**config.mk**
```make
export PLATFORM = sky130hd
export DESIGN_NAME = deinterlace_temporal_clamp
export DESIGN_NICKNAME = d
export VERILOG_FILES = /design/src/rtl/core/dtc_pkg.sv /design/src/rtl/core/dtc_temporal.sv /design/src/rtl/core/dtc_bound.sv /design/src/rtl/core/deinterlace_temporal_clamp.sv
export SDC_FILE = /design/constraint.sdc
export NUM_CORES = 1
export LEC_CHECK = 0
export BUFFER_PORTS_ARGS = -buffer_cell sky130_fd_sc_hd__buf_2
export CAP_MARGIN = 15
export CORE_MARGIN = 1
export CORE_UTILIZATION = 30
export CTS_BUF_LIST = sky130_fd_sc_hd__clkbuf_8
export DETAILED_ROUTE_END_ITERATION = 8
export GPL_ROUTABILITY_DRIVEN = 0
export HOLD_SLACK_MARGIN = 0.12
export RECOVER_POWER = 25
export SETUP_SLACK_MARGIN = 0.5
export SLEW_MARGIN = 20
export SYNTH_ARGS = -nofsm -noshare
export SYNTH_HDL_FRONTEND = slang
export SYNTH_SLANG_ARGS = --single-unit
export TNS_END_PERCENT = 10
```
**constraint.sdc**
```tcl
create_clock -name clk_i -period 8.3 [get_ports clk_i]
set_input_delay 0 -clock clk_i [delete_from_list [all_inputs] [get_ports clk_i]]
set_output_delay 0 -clock clk_i [all_outputs]
set_load 0.02 [all_outputs]
```
**src/rtl/core/dtc_pkg.sv**
```systemverilog
// Shared types and arithmetic helpers of the temporal clamp deinterlacer.
`default_nettype none

package dtc_pkg;

  localparam int unsigned PixW = 8;

  typedef logic [PixW-1:0] pix_t;

  // Signed pixel difference (one extra bit) and its negation range.
  typedef logic signed [PixW:0]   sdiff_t;
  typedef logic signed [PixW+1:0] swide_t;

  // Payload after the first stage: averages and absolute differences.
  typedef struct packed {
    pix_t              p2;
    logic [PixW-2:0]   d0;
    pix_t              a1;
    pix_t              b1;
    pix_t              a2;
    pix_t              b2;
    pix_t              ta;
    pix_t              tb;
    pix_t              p1;
    pix_t              p3;
    pix_t              sp;
    logic              en;
  } s1_t;

  // Payload after the second stage: temporal deviation and edge extremes.
  typedef struct packed {
    pix_t   p2;
    pix_t   diff_t;
    sdiff_t mx;
    sdiff_t mn;
    pix_t   sp;
    logic   en;
  } s2_t;

  // Payload after the third stage: final allowed deviation.
  typedef struct packed {
    pix_t p2;
    pix_t diff;
    pix_t sp;
  } s3_t;

  // Rounded mean (a+b+1)/2 of two pixels.
  function automatic pix_t avg_rnd(input pix_t a, input pix_t b);
    logic [PixW:0] sum;
    sum = {1'b0, a} + {1'b0, b} + {{PixW{1'b0}}, 1'b1};
    return sum[PixW:1];
  endfunction

  // Absolute difference of two pixels.
  function automatic pix_t abs_d(input pix_t a, input pix_t b);
    return (a > b) ? (a - b) : (b - a);
  endfunction

  // Signed difference a - b of two pixels.
  function automatic sdiff_t sub_s(input pix_t a, input pix_t b);
    return sdiff_t'({1'b0, a}) - sdiff_t'({1'b0, b});
  endfunction

endpackage

`default_nettype wire

```
**src/rtl/core/dtc_temporal.sv**
```systemverilog
// First pipeline stage: temporal average, center half difference and line distances.
`default_nettype none

module dtc_temporal (
  input  logic          clk_i,
  input  logic          load_i,
  input  dtc_pkg::pix_t cur_above_i,
  input  dtc_pkg::pix_t cur_below_i,
  input  logic [15:0]   prev_above_below_i,
  input  logic [15:0]   next_above_below_i,
  input  dtc_pkg::pix_t tm_prev_center_i,
  input  dtc_pkg::pix_t tm_next_center_i,
  input  logic [15:0]   tm_prev_two_off_i,
  input  logic [15:0]   tm_next_two_off_i,
  input  dtc_pkg::pix_t interp_pix_i,
  input  logic          en_i,
  output dtc_pkg::s1_t  s1_o
);
  import dtc_pkg::*;

  s1_t  s1_d, s1_q;
  pix_t cdiff;

  // Split the packed neighbor pairs and form the per-pixel terms.
  always_comb begin
    cdiff     = abs_d(tm_prev_center_i, tm_next_center_i);
    s1_d.p2   = avg_rnd(tm_prev_center_i, tm_next_center_i);
    s1_d.d0   = cdiff[PixW-1:1];
    s1_d.a1   = abs_d(prev_above_below_i[15:8], cur_above_i);
    s1_d.b1   = abs_d(prev_above_below_i[7:0], cur_below_i);
    s1_d.a2   = abs_d(next_above_below_i[15:8], cur_above_i);
    s1_d.b2   = abs_d(next_above_below_i[7:0], cur_below_i);
    s1_d.ta   = avg_rnd(tm_prev_two_off_i[15:8], tm_next_two_off_i[15:8]);
    s1_d.tb   = avg_rnd(tm_prev_two_off_i[7:0], tm_next_two_off_i[7:0]);
    s1_d.p1   = cur_above_i;
    s1_d.p3   = cur_below_i;
    s1_d.sp   = interp_pix_i;
    s1_d.en   = en_i;
  end

  // Stage register.
  always_ff @(posedge clk_i) begin
    if (load_i) begin
      s1_q <= s1_d;
    end
  end

  assign s1_o = s1_q;

endmodule

`default_nettype wire

```
**src/rtl/core/dtc_bound.sv**
```systemverilog
// Second and third pipeline stages: temporal deviation, edge test and final deviation.
`default_nettype none

module dtc_bound (
  input  logic         clk_i,
  input  logic         load2_i,
  input  logic         load3_i,
  input  dtc_pkg::s1_t s1_i,
  output dtc_pkg::s3_t s3_o
);
  import dtc_pkg::*;

  s2_t    s2_d, s2_q;
  s3_t    s3_d, s3_q;
  pix_t   d1, d2, d0w, dm;
  sdiff_t e1, e3, e0, e4;
  sdiff_t mx_a, mx_b, mn_a, mn_b;
  swide_t neg_mx, sc;

  // Stage two: largest temporal difference and the edge extremes.
  always_comb begin
    d1  = avg_rnd(s1_i.a1, s1_i.b1);
    d2  = avg_rnd(s1_i.a2, s1_i.b2);
    d0w = {1'b0, s1_i.d0};
    dm  = (d1 > d2) ? d1 : d2;
    e1  = sub_s(s1_i.p2, s1_i.p1);
    e3  = sub_s(s1_i.p2, s1_i.p3);
    e0  = sub_s(s1_i.ta, s1_i.p1);
    e4  = sub_s(s1_i.tb, s1_i.p3);
    mx_a = (e1 > e3) ? e1 : e3;
    mx_b = (e0 < e4) ? e0 : e4;
    mn_a = (e1 < e3) ? e1 : e3;
    mn_b = (e0 > e4) ? e0 : e4;
    s2_d.p2     = s1_i.p2;
    s2_d.diff_t = (d0w > dm) ? d0w : dm;
    s2_d.mx     = (mx_a > mx_b) ? mx_a : mx_b;
    s2_d.mn     = (mn_a < mn_b) ? mn_a : mn_b;
    s2_d.sp     = s1_i.sp;
    s2_d.en     = s1_i.en;
  end

  // Stage three: the edge test may widen the deviation. The widened value
  // never exceeds a pixel range, since both extremes lie within it.
  always_comb begin
    neg_mx = -swide_t'(s2_q.mx);
    sc     = (swide_t'(s2_q.mn) > neg_mx) ? swide_t'(s2_q.mn) : neg_mx;
    s3_d.p2   = s2_q.p2;
    s3_d.sp   = s2_q.sp;
    s3_d.diff = s2_q.diff_t;
    if (s2_q.en && (sc > swide_t'({2'b00, s2_q.diff_t}))) begin
      s3_d.diff = sc[PixW-1:0];
    end
  end

  // Stage registers.
  always_ff @(posedge clk_i) begin
    if (load2_i) begin
      s2_q <= s2_d;
    end
    if (load3_i) begin
      s3_q <= s3_d;
    end
  end

  assign s3_o = s3_q;

endmodule

`default_nettype wire

```
**src/rtl/core/deinterlace_temporal_clamp.sv**
```systemverilog
// Stages in order: first, second, third and the output register. Throughput:
// one pixel per cycle while the output does not stall; each of the four stages
// holds one item, loads when empty or its successor moves; bubbles close up.
// Reset: all stage valid bits clear and the spatial check enable returns to 1.
// Stage payload registers are not reset.
`default_nettype none

module deinterlace_temporal_clamp (
  input  logic          clk_i,
  input  logic          rst_ni,
  input  logic          cfg_we_i,
  input  logic          cfg_wdata_i,
  input  logic          in_valid_i,
  output logic          in_stall_o,
  input  dtc_pkg::pix_t cur_above_i,
  input  dtc_pkg::pix_t cur_below_i,
  input  logic [15:0]   prev_above_below_i,
  input  logic [15:0]   next_above_below_i,
  input  dtc_pkg::pix_t tm_prev_center_i,
  input  dtc_pkg::pix_t tm_next_center_i,
  input  logic [15:0]   tm_prev_two_off_i,
  input  logic [15:0]   tm_next_two_off_i,
  input  dtc_pkg::pix_t interp_pix_i,
  output logic          out_valid_o,
  input  logic          out_stall_i,
  output dtc_pkg::pix_t out_pixel_o
);
  import dtc_pkg::*;

  localparam int unsigned NumStages = 4;

  logic                 en_q;
  logic [NumStages-1:0] v_q, v_d;
  logic [NumStages-1:0] rdy;
  s1_t                  s1;
  s3_t                  s3;
  swide_t               hi, lo, r0, r1;
  pix_t                 pix_d, pix_q;

  // Configuration register.
  always_ff @(posedge clk_i or negedge rst_ni) begin
    if (!rst_ni) begin
      en_q <= 1'b1;
    end else if (cfg_we_i) begin
      en_q <= cfg_wdata_i;
    end
  end

  // Per-stage ready: a stage may load when empty or when its content moves on.
  always_comb begin
    rdy[NumStages-1] = !v_q[NumStages-1] || !out_stall_i;
    for (int k = NumStages - 2; k >= 0; k--) begin
      rdy[k] = !v_q[k] || rdy[k+1];
    end
    v_d[0] = rdy[0] ? in_valid_i : v_q[0];
    for (int k = 1; k < NumStages; k++) begin
      v_d[k] = rdy[k] ? v_q[k-1] : v_q[k];
    end
  end

  // Valid bits travel with the stage payloads.
  always_ff @(posedge clk_i or negedge rst_ni) begin
    if (!rst_ni) begin
      v_q <= '0;
    end else begin
      v_q <= v_d;
    end
  end

  assign in_stall_o  = !rdy[0];
  assign out_valid_o = v_q[NumStages-1];

  dtc_temporal u_temporal (
    .clk_i              (clk_i),
    .load_i             (rdy[0]),
    .cur_above_i        (cur_above_i),
    .cur_below_i        (cur_below_i),
    .prev_above_below_i (prev_above_below_i),
    .next_above_below_i (next_above_below_i),
    .tm_prev_center_i   (tm_prev_center_i),
    .tm_next_center_i   (tm_next_center_i),
    .tm_prev_two_off_i  (tm_prev_two_off_i),
    .tm_next_two_off_i  (tm_next_two_off_i),
    .interp_pix_i       (interp_pix_i),
    .en_i               (en_q),
    .s1_o               (s1)
  );

  dtc_bound u_bound (
    .clk_i   (clk_i),
    .load2_i (rdy[1]),
    .load3_i (rdy[2]),
    .s1_i    (s1),
    .s3_o    (s3)
  );

  // Last stage: clamp the spatial prediction to the temporal window.
  always_comb begin
    hi = swide_t'({2'b00, s3.p2}) + swide_t'({2'b00, s3.diff});
    lo = swide_t'({2'b00, s3.p2}) - swide_t'({2'b00, s3.diff});
    r0 = swide_t'({2'b00, s3.sp});
    r1 = (r0 > hi) ? hi : r0;
    r1 = (r1 < lo) ? lo : r1;
    pix_d = r1[PixW-1:0];
  end

  // Output register.
  always_ff @(posedge clk_i) begin
    if (rdy[NumStages-1]) begin
      pix_q <= pix_d;
    end
  end

  assign out_pixel_o = pix_q;

  // The input is held back only when every stage is full and the output waits.
  a_stall_full : assert property (@(posedge clk_i) disable iff (!rst_ni)
    in_stall_o |-> ((&v_q) && out_stall_i))
    else $error("input stalled while the pipeline has room");

  // An empty pipeline always takes a transfer.
  a_empty_ready : assert property (@(posedge clk_i) disable iff (!rst_ni)
    (v_q == '0) |-> !in_stall_o)
    else $error("empty pipeline stalls the input");

  // A waiting result keeps its value.
  a_out_hold : assert property (@(posedge clk_i) disable iff (!rst_ni)
    (out_valid_o && out_stall_i) |=> (out_valid_o && $stable(out_pixel_o)))
    else $error("waiting result lost or changed");

  // A blocked third stage keeps its item.
  a_s3_hold : assert property (@(posedge clk_i) disable iff (!rst_ni)
    (v_q[2] && !rdy[2]) |=> (v_q[2] && $stable(s3)))
    else $error("blocked stage three lost or changed its item");

  // An accepted transfer shows up in the first stage.
  a_s1_fill : assert property (@(posedge clk_i) disable iff (!rst_ni)
    (in_valid_i && !in_stall_o) |=> v_q[0])
    else $error("accepted transfer not captured");

endmodule

`default_nettype wire

```
==> flow_summary.json <==
{
  "vertical_extent_of_the_die_um": 226,
  "overall_overflow_remaining_after_global_route": 0,
  "clock_path_buffers": 2,
  "timing.final.crit_share_pct": 77.3,
  "grt_antenna_before_repair": 1,
  "grtUsageTotal_pct": 14.3,
  "synth.mux.area_fraction_pct": 7.59,
  "area_delta_synth_final_pct": 20.1,
  "via_count_of_the_first_global_routing_pass": 11692,
  "die_width_um": 226,
  "floorplan.initialDensity_pct": 30.5,
  "timing.setup.tns_ns": 0,
  "yosysSeqAreaShare_pct": 33.5,
  "cts_htree_levels": 4,
  "postLayoutSetupSlackWorst_ns": 1.88,
  "relSlewSlack_pct": 30.5,
  "hold_path.class": "input pin to flip-flop",
  "postRouteWirelength_mm": 35.3,
  "total_leakage_power_nw": 8.30,
  "netlist.area_leader.share_pct": 32.6,
  "worst_pin_slew_ns": 1.04,
  "coreArea_sq_um": 49200,
  "synth_simple_gate_area_share_pct": 9.36,
  "run_status": "finished, final reports clean",
  "ant_nets": 0,
  "cp_data_required_time_ns": 8.56,
  "synthArstFlopShare_pct": 2.98,
  "routed-via-count": 11516,
  "post-route-drc-count": 0,
  "ys.flop_type": "sky130_fd_sc_hd__edfxtp_1",
  "layout.cell_area.non_filler_sq_um": 18000,
  "design.portCount": 120,
  "ctsRootBufferMaster": "sky130_fd_sc_hd__clkbuf_8",
  "synth_compound_gate_area_share_pct": 15.0,
  "critical_path.max_fanout": 9,
  "power.clock.fraction_pct": 9.3,
  "dominant_combinational_cell_family_by_area_after_synthesis": "adder cells",
  "rsz0062_at_grt": "false",
  "synth_area_sq_um": 15000,
  "placedInstanceArea_sq_um": 16400,
  "synthCells": 1486,
  "post-place-ws_ns": 1.88,
  "arrival_ns": 6.68,
  "number_of_synthesized_register_bits": 168,
  "setup.worst_path.end_class": "flip-flop",
  "layout-drive-gt1-share_pct": 10.4,
  "yosysWarningCount": 0,
  "post_drt_wl_per_cell_um": 14.7,
  "io_buffers": 119,
  "dp_hpwl_mm": 28.5,
  "number_of_rows_created_at_floorplan": 81,
  "setup_viol": 0,
  "postCtsResizedCells": 0,
  "number_of_enable_flip_flop_cells_after_synthesis": 163,
  "cts.sink_count": 168,
  "clock_tree_from_tritoncts": "done",
  "vias_per_cell": 4.78,
  "cts_hold_repair.buffers": 121,
  "final_max_slew_viol_count": 0,
  "irDropWorstVdd_mv": 0.208,
  "synth_area_leaders": "sky130_fd_sc_hd__edfxtp_1 (33%), sky130_fd_sc_hd__ha_1 (20%), sky130_fd_sc_hd__mux2i_1 (5.3%), sky130_fd_sc_hd__inv_1 (5.2%), sky130_fd_sc_hd__a21oi_1 (3.3%)",
  "power_density_nw_per_um2": 380,
  "nature_of_the_critical_path_startpoint": "flip-flop",
  "clkSlewWorstSetupHoldPaths_ns": 0.10,
  "detailedRoute.firstPassIterationCount": 5,
  "grt_pass1_wl_mm": 57.3,
  "die_area_sq_um": 50900,
  "worst_slack_on_hold_paths_ns": 0.149,
  "intPower_mw": 3.75,
  "syn_nets": 1857,
  "total_power_mw": 6.85,
  "total_switching_power_mw": 3.09,
  "clock_skew_ns": 0.0186,
  "postCtsSetupRepairBufs": 0,
  "maximum_number_of_pins_on_one_net_before_global_route_repair": 80,
  "per_instance_average_area_after_synthesis_sq_um": 10.1,
  "cts-buffers-inserted": 17,
  "post-route-min-period_ns": 6.42,
  "yosys.cell_types.count": 66,
  "hold_viol": 0,
  "synth_adder_area_share_pct": 23.0,
  "power.sequential.fraction_pct": 22.0,
  "maxCapViolCount": 0,
  "criticalPathCategory": "flip-flop to flip-flop",
  "fmax_mhz": 156,
  "post_synth_xor_area_fraction_pct": 5.88,
  "num-nets-final": 2104,
  "relative_contribution_of_combinational_cells_to_total_power_pct": 68.7,
  "switching_share_pct": 45.2,
  "drtIter0Drc": 513,
  "cell_type_with_the_highest_aggregate_area_in_the_netlist": "sky130_fd_sc_hd__edfxtp_1",
  "insertion_delay_ns": 0.51
}
[routing by layer]
metal	GRT usage (%)	share of wire [%]	up-vias
met3	1.90	2.6	49
met4	5.49	2.8	0
li1	-	-	5801
met5	0	0	-
met2	26.4	51	191
met1	16.6	44	5475
[per-stage QoR]
stage | instances | util [%]
2_1_floorplan | 1486 | -
3_3_place_gp | 2257 | 33.4
3_5_place_dp | 2257 | 33.4
4_1_cts | 2410 | 36.7
5_1_grt | 2411 | 36.6
6_report | 2411 | 36.6
[critical path: stages (launching register included)]
cell                       delay (ns)
sky130_fd_sc_hd__edfxtp_1        0.52
sky130_fd_sc_hd__ha_1            0.32
sky130_fd_sc_hd__nor2b_1         0.14
sky130_fd_sc_hd__o31ai_1         0.34
sky130_fd_sc_hd__a21boi_0        0.43
sky130_fd_sc_hd__ha_1            0.32
sky130_fd_sc_hd__a21oi_1         0.12
sky130_fd_sc_hd__o21ai_0         0.11
sky130_fd_sc_hd__maj3_2          0.32
sky130_fd_sc_hd__a21oi_2         0.14
sky130_fd_sc_hd__maj3_2          0.22
sky130_fd_sc_hd__nor4b_1         0.07
sky130_fd_sc_hd__a211oi_2        0.46
sky130_fd_sc_hd__mux2i_1         0.29
sky130_fd_sc_hd__inv_1           0.06
sky130_fd_sc_hd__ha_1            0.31
sky130_fd_sc_hd__nor2b_1         0.14
sky130_fd_sc_hd__o21a_1          0.17
sky130_fd_sc_hd__o21a_1          0.16
sky130_fd_sc_hd__o21a_1          0.16
sky130_fd_sc_hd__o21a_1          0.16
sky130_fd_sc_hd__o21ai_0         0.14
sky130_fd_sc_hd__nand2b_1        0.07
sky130_fd_sc_hd__a211oi_1        0.25
sky130_fd_sc_hd__o22ai_1         0.36
sky130_fd_sc_hd__mux2_2          0.39
[flip-flops by register name (all words and copies together) (netlist names)]
signal / flops
en_q: 1
out_pixel_o: 8
u_bound.s2_q: 43
u_bound.s3_o: 24
u_temporal.s1_o: 88
v_q: 4
[cells in the mapped netlist (32+ instances only)]
library cell               number
sky130_fd_sc_hd__nor2_1        57
sky130_fd_sc_hd__o21a_1        32
sky130_fd_sc_hd__nand2_1       47
sky130_fd_sc_hd__xnor2_1       49
sky130_fd_sc_hd__a21oi_1       98
sky130_fd_sc_hd__ha_1         240
sky130_fd_sc_hd__inv_1        207
sky130_fd_sc_hd__edfxtp_1     163
sky130_fd_sc_hd__xor2_1        48
sky130_fd_sc_hd__nand2b_1      35
sky130_fd_sc_hd__a21o_1        42
sky130_fd_sc_hd__mux2i_1       80
sky130_fd_sc_hd__o21ai_0       88
sky130_fd_sc_hd__nor2b_1       36
[layout make-up]
type / count / area (sq um)
fillers: 4885 / 31200
multi-input cells: 1096 / 9150
inverters: 207 / 777
repair buffers: 243 / 1800
diodes: 1 / 2.50
flip-flops and latches: 168 / 5020
clock buffers: 17 / 234
well taps: 664 / 831
clock inverters: 15 / 190
[path summary, 6_finish.rpt]
check | to | slack, ns | depth (start not counted) | from
max in group asynchronous | en_q$_DFFE_PN1P_ | 7.61 | 3 | rst_ni
max reg2reg | u_bound.s2_q[18]$_DFFE_PP_ | 1.88 | 25 | u_temporal.s1_o[81]$_DFFE_PN_
max | u_bound.s2_q[18]$_DFFE_PP_ | 1.88 | 25 | u_temporal.s1_o[81]$_DFFE_PN_
min reg2reg | u_bound.s3_o[7]$_DFFE_PP_ | 0.42 | 0 | u_bound.s2_q[8]$_DFFE_PP_
min | u_temporal.s1_o[79]$_DFFE_PN_ | 0.15 | 5 | tm_next_center_i[6]
min in group asynchronous | v_q[3]$_DFFE_PN0P_ | 0.43 | 3 | rst_ni
[power by group through the flow]
stage,clock network (mW),logic (mW),registers [mW]
finish,0.638,4.70,1.51
global route,0.686,5.28,1.53
CTS,0.659,4.72,1.51
detailed placement,0,4.62,1.53
global placement,0,4.48,1.52
floorplan,0,3.59,1.49
[logic make-up (layout without fill, tap and decap cells)]
logic type	count (synthesis)	count (layout)
compound gates	356	356
simple gates	268	268
fa+ha+maj	263	263
buf+inv	222	482
flops	168	168
mux	110	110
xor+xnor	99	99
other cells	0	1
[cell usage in the layout, fill, tap and decap left out, drive strengths merged, types with 3 or more instances in the layout]
| master | synthesis | layout |
|---|---|---|
| a2111oi | 5 | 5 |
| a211oi | 12 | 12 |
| a21boi | 11 | 11 |
| a21o | 42 | 42 |
| a21oi | 99 | 99 |
| and2 | 6 | 6 |
| and3 | 3 | 3 |
| buf | 7 | 96 |
| bufinv | 0 | 3 |
| clkbuf | 8 | 43 |
| clkinv | 0 | 3 |
| dfrtp | 4 | 4 |
| dlygate4sd3 | 0 | 121 |
| edfxtp | 163 | 163 |
| fa | 21 | 21 |
| ha | 240 | 240 |
| inv | 207 | 215 |
| mux2 | 30 | 30 |
| mux2i | 80 | 80 |
| nand2 | 47 | 47 |
| nand2b | 35 | 35 |
| nand3 | 25 | 25 |
| nand3b | 4 | 4 |
| nand4 | 23 | 23 |
| nor2 | 62 | 62 |
| nor2b | 36 | 36 |
| nor3 | 3 | 3 |
| nor4 | 5 | 5 |
| o2111ai | 3 | 3 |
| o211ai | 6 | 6 |
| o21a | 32 | 32 |
| o21ai | 93 | 93 |
| o21bai | 23 | 23 |
| o311ai | 5 | 5 |
| o31ai | 10 | 10 |
| or2 | 4 | 4 |
| or3 | 8 | 8 |
| xnor2 | 50 | 50 |
| xor2 | 49 | 49 |
Power figures use the tool's default switching activity.
